==> src/hdl/rhsl_pkg.sv <==
// rhsl_pkg: shared constants and types for the rgb to hsl conversion pipeline
// used by rhsl_div and rgb_to_hsl_convert_unit; no dependencies
package rhsl_pkg;

    localparam int CH_W              = 8;
    localparam int LSUM_W            = 9;
    localparam int HUE_INT_W         = 9;
    localparam int HUE_FRAC_BITS_DEF = 6;
    localparam int SAT_FRAC_BITS_DEF = 16;
    localparam int DEG_FULL          = 360;

    typedef enum logic [1:0] {
        SEC_RED,
        SEC_GREEN,
        SEC_BLUE
    } sector_t;

    typedef struct packed {
        logic [LSUM_W-1:0] lsum;
        logic              grey;
    } side_t;

endpackage

==> src/hdl/rhsl_div.sv <==
// rhsl_div: pipelined restoring divider, one quotient bit per register stage
// depends on rhsl_pkg for the divisor width
module rhsl_div #(
    parameter int NSTEP = 18
) (
    input  logic                             clk,
    input  logic                             ce,
    input  logic [NSTEP+rhsl_pkg::CH_W-1:0]  num,
    input  logic [rhsl_pkg::CH_W-1:0]        den,
    output logic [NSTEP-1:0]                 quo
);
    import rhsl_pkg::*;

    localparam int NW = NSTEP + CH_W;

    logic [CH_W-1:0]  rem_reg [NSTEP-1];
    logic [NSTEP-1:0] low_reg [NSTEP-1];
    logic [CH_W-1:0]  den_reg [NSTEP-1];
    logic [NSTEP-1:0] quo_reg [NSTEP];

    for (genvar k = 0; k < NSTEP; k++)
    begin : g_step
        logic [CH_W-1:0]  rem_in;
        logic [NSTEP-1:0] low_in;
        logic [CH_W-1:0]  den_in;
        logic [NSTEP-1:0] quo_in;
        logic [CH_W:0]    shifted;
        logic             take;
        logic [NSTEP-1:0] quo_next;

        if (k == 0)
        begin : g_first
            assign rem_in = num[NW-1:NSTEP];
            assign low_in = num[NSTEP-1:0];
            assign den_in = den;
            assign quo_in = '0;
        end
        else
        begin : g_rest
            assign rem_in = rem_reg[k-1];
            assign low_in = low_reg[k-1];
            assign den_in = den_reg[k-1];
            assign quo_in = quo_reg[k-1];
        end

        assign shifted  = {rem_in, low_in[NSTEP-1]};
        assign take     = (shifted >= {1'b0, den_in});
        assign quo_next = {quo_in[NSTEP-2:0], take};

        always_ff @(posedge clk)
        begin
            if (ce)
            begin
                quo_reg[k] <= quo_next;
            end
        end

        if (k < NSTEP - 1)
        begin : g_carry
            logic [CH_W:0]    diff;
            logic [CH_W-1:0]  rem_next;
            logic [NSTEP-1:0] low_next;

            assign diff     = shifted - {1'b0, den_in};
            assign rem_next = take ? diff[CH_W-1:0] : shifted[CH_W-1:0];
            assign low_next = {low_in[NSTEP-2:0], 1'b0};

            always_ff @(posedge clk)
            begin
                if (ce)
                begin
                    rem_reg[k] <= rem_next;
                    low_reg[k] <= low_next;
                    den_reg[k] <= den_in;
                end
            end
        end
    end

    assign quo = quo_reg[NSTEP-1];

endmodule

==> src/hdl/rgb_to_hsl_convert_unit.sv <==
// rgb_to_hsl_convert_unit: rgb pixel to hue, saturation and lightness sum
// throughput one word per cycle except while stalled; depth set by the one-bit-per-stage dividers
// the whole pipeline stalls together only while a finished word waits at the output
// asynchronous active-low reset clears the valid bits; data registers are not reset
// depends on rhsl_pkg and rhsl_div
module rgb_to_hsl_convert_unit #(
    parameter int HUE_FRAC_BITS = rhsl_pkg::HUE_FRAC_BITS_DEF,
    parameter int SAT_FRAC_BITS = rhsl_pkg::SAT_FRAC_BITS_DEF
) (
    input  logic                                        clk,
    input  logic                                        rst_n,
    input  logic                                        pix_valid,
    output logic                                        pix_ready,
    input  logic [rhsl_pkg::CH_W-1:0]                   red,
    input  logic [rhsl_pkg::CH_W-1:0]                   green,
    input  logic [rhsl_pkg::CH_W-1:0]                   blue,
    output logic                                        hsl_valid,
    input  logic                                        hsl_ready,
    output logic [rhsl_pkg::HUE_INT_W+HUE_FRAC_BITS-1:0] hue,
    output logic [SAT_FRAC_BITS:0]                      saturation,
    output logic [rhsl_pkg::LSUM_W-1:0]                 lightness_sum
);
    import rhsl_pkg::*;

    localparam int HW       = HUE_INT_W + HUE_FRAC_BITS;
    localparam int SW       = SAT_FRAC_BITS + 1;
    localparam int HSTEP    = HUE_FRAC_BITS + 10;
    localparam int SSTEP    = SAT_FRAC_BITS + 2;
    localparam int NSTEP    = (HSTEP > SSTEP) ? HSTEP : SSTEP;
    localparam int NW       = NSTEP + CH_W;
    localparam int LAT      = NSTEP + 4;
    localparam int T_W      = CH_W + 3;
    localparam int T60_W    = T_W + 6;
    localparam logic [HW-1:0] FULL_TURN = HW'(DEG_FULL << HUE_FRAC_BITS);
    localparam logic [SW-1:0] SAT_ONE   = SW'(1) << SAT_FRAC_BITS;

    logic ce;
    logic vld_reg [LAT];

    // stage a: max, min, sector
    logic [CH_W-1:0] mx_reg, mx_next, mn_reg, mn_next, mn_rg;
    sector_t         sec_reg, sec_next;
    logic [CH_W:0]   dif_reg, dif_next;

    // stage b1: range, sum, denominator, hue numerator in sixths
    logic [CH_W-1:0]   delta_reg, delta_next, den_reg, den_next;
    logic [LSUM_W-1:0] lsum_reg, lsum_next;
    logic [T_W-1:0]    t_reg, t_next, dw, base;
    logic              grey_reg, grey_next;

    // stage b2: scaled hue numerator
    logic [T60_W-1:0]  t60_reg, t60_next;
    logic [CH_W-1:0]   delta2_reg, den2_reg;
    side_t             side2_reg;

    logic [NW-1:0]     hue_num, sat_num;
    logic [NSTEP-1:0]  hue_quo, sat_quo;
    side_t             side_reg [NSTEP];

    logic [NSTEP:0]    hue_sum, sat_sum;
    logic [HW-1:0]     hue_rnd, hue_next, hue_reg;
    logic [SW-1:0]     sat_next, sat_reg;
    logic [LSUM_W-1:0] lsum_out_reg;

    assign ce        = !vld_reg[LAT-1] || hsl_ready;
    assign pix_ready = ce;

    always_comb
    begin
        mn_rg   = (green < red) ? green : red;
        mn_next = (blue < mn_rg) ? blue : mn_rg;
        if (red >= green && red >= blue)
        begin
            sec_next = SEC_RED;
            mx_next  = red;
            dif_next = {1'b0, green} - {1'b0, blue};
        end
        else if (green >= blue)
        begin
            sec_next = SEC_GREEN;
            mx_next  = green;
            dif_next = {1'b0, blue} - {1'b0, red};
        end
        else
        begin
            sec_next = SEC_BLUE;
            mx_next  = blue;
            dif_next = {1'b0, red} - {1'b0, green};
        end
    end

    always_comb
    begin
        delta_next = mx_reg - mn_reg;
        lsum_next  = {1'b0, mx_reg} + {1'b0, mn_reg};
        den_next   = (lsum_next <= LSUM_W'(255)) ? lsum_next[CH_W-1:0]
                                                 : CH_W'(LSUM_W'(510) - lsum_next);
        grey_next  = (delta_next == '0);
        dw         = T_W'(delta_next);
        case (sec_reg)
            SEC_RED:   base = dif_reg[CH_W] ? (dw << 2) + (dw << 1) : '0;
            SEC_GREEN: base = dw << 1;
            SEC_BLUE:  base = dw << 2;
            default:   base = '0;
        endcase
        t_next   = base + {{(T_W-CH_W-1){dif_reg[CH_W]}}, dif_reg};
        t60_next = (T60_W'(t_reg) << 6) - (T60_W'(t_reg) << 2);
    end

    assign hue_num = NW'(t60_reg) << (HUE_FRAC_BITS + 1);
    assign sat_num = NW'(delta2_reg) << (SAT_FRAC_BITS + 1);

    rhsl_div #(.NSTEP(NSTEP)) u_hue_div (
        .clk (clk),
        .ce  (ce),
        .num (hue_num),
        .den (delta2_reg),
        .quo (hue_quo)
    );

    rhsl_div #(.NSTEP(NSTEP)) u_sat_div (
        .clk (clk),
        .ce  (ce),
        .num (sat_num),
        .den (den2_reg),
        .quo (sat_quo)
    );

    // round half up from one extra quotient bit, wrap a full turn to zero, zero hue and saturation on grey words
    always_comb
    begin
        hue_sum = (NSTEP+1)'(hue_quo) + (NSTEP+1)'(1);
        sat_sum = (NSTEP+1)'(sat_quo) + (NSTEP+1)'(1);
        hue_rnd = hue_sum[HW:1];
        if (side_reg[NSTEP-1].grey)
        begin
            hue_next = '0;
            sat_next = '0;
        end
        else
        begin
            hue_next = (hue_rnd >= FULL_TURN) ? hue_rnd - FULL_TURN : hue_rnd;
            sat_next = sat_sum[SW:1];
        end
    end

    always_ff @(posedge clk or negedge rst_n)
    begin
        if (!rst_n)
        begin
            for (int i = 0; i < LAT; i++)
            begin
                vld_reg[i] <= 1'b0;
            end
        end
        else if (ce)
        begin
            vld_reg[0] <= pix_valid;
            for (int i = 1; i < LAT; i++)
            begin
                vld_reg[i] <= vld_reg[i-1];
            end
        end
    end

    always_ff @(posedge clk)
    begin
        if (ce)
        begin
            mx_reg       <= mx_next;
            mn_reg       <= mn_next;
            sec_reg      <= sec_next;
            dif_reg      <= dif_next;
            delta_reg    <= delta_next;
            den_reg      <= den_next;
            lsum_reg     <= lsum_next;
            t_reg        <= t_next;
            grey_reg     <= grey_next;
            t60_reg      <= t60_next;
            delta2_reg   <= delta_reg;
            den2_reg     <= den_reg;
            side2_reg    <= '{lsum: lsum_reg, grey: grey_reg};
            side_reg[0]  <= side2_reg;
            for (int i = 1; i < NSTEP; i++)
            begin
                side_reg[i] <= side_reg[i-1];
            end
            hue_reg      <= hue_next;
            sat_reg      <= sat_next;
            lsum_out_reg <= side_reg[NSTEP-1].lsum;
        end
    end

    assign hsl_valid     = vld_reg[LAT-1];
    assign hue           = hue_reg;
    assign saturation    = sat_reg;
    assign lightness_sum = lsum_out_reg;

`ifndef SYNTHESIS
    a_hue_range: assert property (@(posedge clk) disable iff (!rst_n)
        hsl_valid |-> hue < FULL_TURN)
        else $error("hue beyond a full turn");

    a_sat_range: assert property (@(posedge clk) disable iff (!rst_n)
        hsl_valid |-> saturation <= SAT_ONE)
        else $error("saturation above one");

    a_grey_hue: assert property (@(posedge clk) disable iff (!rst_n)
        hsl_valid && saturation == '0 |-> hue == '0)
        else $error("hue set on a grey word");

    a_black_white: assert property (@(posedge clk) disable iff (!rst_n)
        hsl_valid && (lightness_sum == '0 || lightness_sum == LSUM_W'(510))
            |-> saturation == '0)
        else $error("saturation set on black or white");
`endif

endmodule
==> config.mk <==
export PLATFORM = sky130hd
export DESIGN_NAME = rgb_to_hsl_convert_unit
export DESIGN_NICKNAME = d
export VERILOG_FILES = /design/src/hdl/rhsl_pkg.sv /design/src/hdl/rhsl_div.sv /design/src/hdl/rgb_to_hsl_convert_unit.sv
export SDC_FILE = /design/constraint.sdc
export NUM_CORES = 2
export LEC_CHECK = 0
export BUFFER_PORTS_ARGS = -buffer_cell sky130_fd_sc_hd__buf_2
export CORE_ASPECT_RATIO = 0.5
export CORE_UTILIZATION = 26
export DETAILED_ROUTE_END_ITERATION = 6
export PLACE_DENSITY = 0.45
export SYNTH_ARGS = -nofsm -noshare
export SYNTH_HDL_FRONTEND = slang
export SYNTH_SLANG_ARGS = --single-unit
==> constraint.sdc <==
create_clock -name clk -period 74.4 [get_ports clk]
set_input_delay 3.72 -clock clk [delete_from_list [all_inputs] [get_ports clk]]
set_output_delay 3.72 -clock clk [all_outputs]
set_load 0.02 [all_outputs]
==> run summary <==
Post-synth EDFFs - 1175
n_diodes - 0
drt drc - 0
syn_area_per_cell - 13.9 sq um
Final ANT Viol Nets - 0
Clock Tree Root - clkbuf_16
Worst Setup EP - pix_ready
Mapped Cells - 4052
Die X - 660 microns
Final Hold Vio Count - 0
vias per inst - 4.24
vias in the first global route - 31800
FF-to-FF End - u_hue_div.low_reg[0][45]
main flop type after synthesis - edfxtp_1
CTS H-tree lvls - 3
die height - 331 microns
Max Freq - 118 MHz
Synth Area in Adders - 9.53%
first-pass GRT wire length - 162000 microns
post-cts hold buffer count - 0
post-synthesis compound-gate area fraction - 7.31%
Largest stage delay, worst path - 0.37 ns
DRT iter0 DRCs - 1607
leading cell type in the layout, fill and taps excluded - edfxtp_1
Critical Path AT - 4.78 ns
#FFs+latches synth - 1197
Post-CTS Setup Bufs - 0
run status - complete, no violations
core region area - 0.215 sq mm
RSZ-0062 raised after global routing - false
Pre-antenna DRT Iters - 6
Setup Total Neg Slack - 0 ns
most frequent cells in the layout - edfxtp_1, inv_1, ha_1, nor2_1, o21ai_0
Area growth syn-to-layout - 13.6%
Min-Delay Path Class - flop to flop
actual slew at the worst max-slew pin - 1.16 ns
main combinational cell family by area after synthesis - adder cells
Num Clock Sinks - 1197
count of cell types in the netlist - 83
share of post-route cells with drive strength above 1 - 11.2%
Bufs and invs on worst path - 4
worst-skew pair later-pin latency - 0.74 ns
initial antenna violation count - 0
Setup CP Type - input pin to output pin
Initial Util - 26.2%
CP max-delay cell - inv_8
Resized cells post-CTS - 0
Clk pin slew, worst setup/hold paths - 0.06 ns
# rows - 120
max_cap viols - 0
total length of routed wires - 99300 microns
post-synth top area cell - edfxtp_1
port bufs - 70
synthesized cell area - 0.0563 sq mm
WP depth - 5
Clock Skews - 0.0410 ns
Reg-to-Reg Start - hsl_valid
register area share after synthesis - 63.7%
Synth Area in XOR/XNOR - 2.86%
Num CTS Buffers - 116
Critical Path Start Type - input pin
gr ovfl total - 0
Final nets - 4660
delay-heaviest family, CP - buffers and inverters
Ys Warns - 0
asr flop ratio synth - 1.84%
post-layout min period - 8.50 ns
Final period util - 11.4%
Max-slew headroom - 22.8%
Max Slew Vio Count - 0
vias after detailed routing - 30500
Die Area - 0.218 sq mm
Setup violations, final - 0
R2R setup slack - 69.44 ns
required time of the critical path - 70.68 ns
crit path cell chain - buf_2, nor2b_2, buf_4, inv_8, buf_2
gr usage total - 8.97%
Detailed Place HPWL - 70000 microns
num ports - 71
crit-path max FO - 60
simple logic cell fraction of the synthesized area - 7.46%
Critical Path Sink Type - output pin
Worst Setup SP - hsl_ready
Clock Path Buffers - 3
placer's final routability congestion estimate - 0.841
cell mode on critical path - buf_2
max reg flops - 172
CTS tree - yes
R2R depth - 7
ranking of synthesized cells by area - edfxtp_1, ha_1, mux2_2
mux cell area share after synthesis - 5.60%
Synth Net Count - 4484
largest net degree at the start of global routing - 190
wire per inst - 13.8 microns
top cell type's share of synthesized area - 62.7%
-- cell usage after synthesis (6+ instances only) --
cell	number
xor2_1	61
o311a_1	7
a31oi_1	6
fa_1	41
or2_2	10
clkbuf_1	18
nor3_1	68
a21boi_0	59
a21oi_1	125
clkinv_1	22
a21boi_1	6
a211oi_1	17
o41ai_2	7
mux2_2	187
o31a_1	18
nand4_1	54
o21a_1	17
nand2_1	81
nor3b_1	26
and2_1	7
o211a_1	18
nor2_1	259
edfxtp_1	1175
o21ai_0	229
ha_1	363
mux2i_1	103
nor2b_1	91
o31ai_1	10
inv_1	472
dfrtp_1	22
nand3_1	50
a22oi_1	8
a21o_1	55
or3_1	70
nand2b_1	47
o21bai_1	10
and3_1	8
nor4_1	21
xnor2_1	123
-- worst min path at each step --
stage	to	startpoint	cells past startpoint	slack (ns)
2_1_floorplan	delta2_reg[0]	delta_reg[0]	0	0.40
3_3_place_gp	u_sat_div.quo_reg[17][17]	u_sat_div.quo_reg[16][16]	0	0.40
3_5_place_dp	delta2_reg[3]	delta_reg[3]	0	0.40
4_1_cts	u_hue_div.quo_reg[13][3]	u_hue_div.quo_reg[12][2]	0	0.39
5_1_grt	u_hue_div.quo_reg[16][4]	u_hue_div.quo_reg[15][3]	0	0.40
6_report	den2_reg[7]	den_reg[7]	0	0.39
-- per-stage QoR --
stage / cell area (sq um) / util, % / instances / worst slack, ns / hold slack, ns
2_1_floorplan: 56300 / - / 4052 / 43.92 / 0.400
3_3_place_gp: 60300 / 28.1 / 6977 / 65.89 / 0.401
3_5_place_dp: 60300 / 28.1 / 6977 / 65.88 / 0.405
4_1_cts: 64000 / 29.8 / 7187 / 65.88 / 0.395
5_1_grt: 64000 / 29.8 / 7187 / 65.83 / 0.397
6_report: 64000 / 29.8 / 7187 / 65.90 / 0.393
-- area by class of cell --
class / instances / area, sq um
clock buffers: 139 / 2990
clock inverters: 71 / 706
fillers: 21200 / 151000
inverters: 496 / 1870
multi-input cells: 2331 / 18500
flip-flops and latches: 1197 / 35800
well taps: 2867 / 3590
repair buffers: 86 / 520
-- per-layer routing --
layer	vias to the layer above	global-route usage (%)	wire length, microns
li1	15300	-	-
met1	14700	10.6	44000
met2	377	16.4	49600
met3	184	1.69	3020
met4	0	2.88	2680
met5	-	0	0
-- cells by family after synthesis --
logic type	count (synthesis)
compound gates	638
xor+xnor	184
fa+ha+maj	404
buf+inv	524
simple gates	814
flops	1197
mux	291
Power is not shown: default switching activity piles up to over one toggle a cycle in this logic, so the estimate is an artifact.
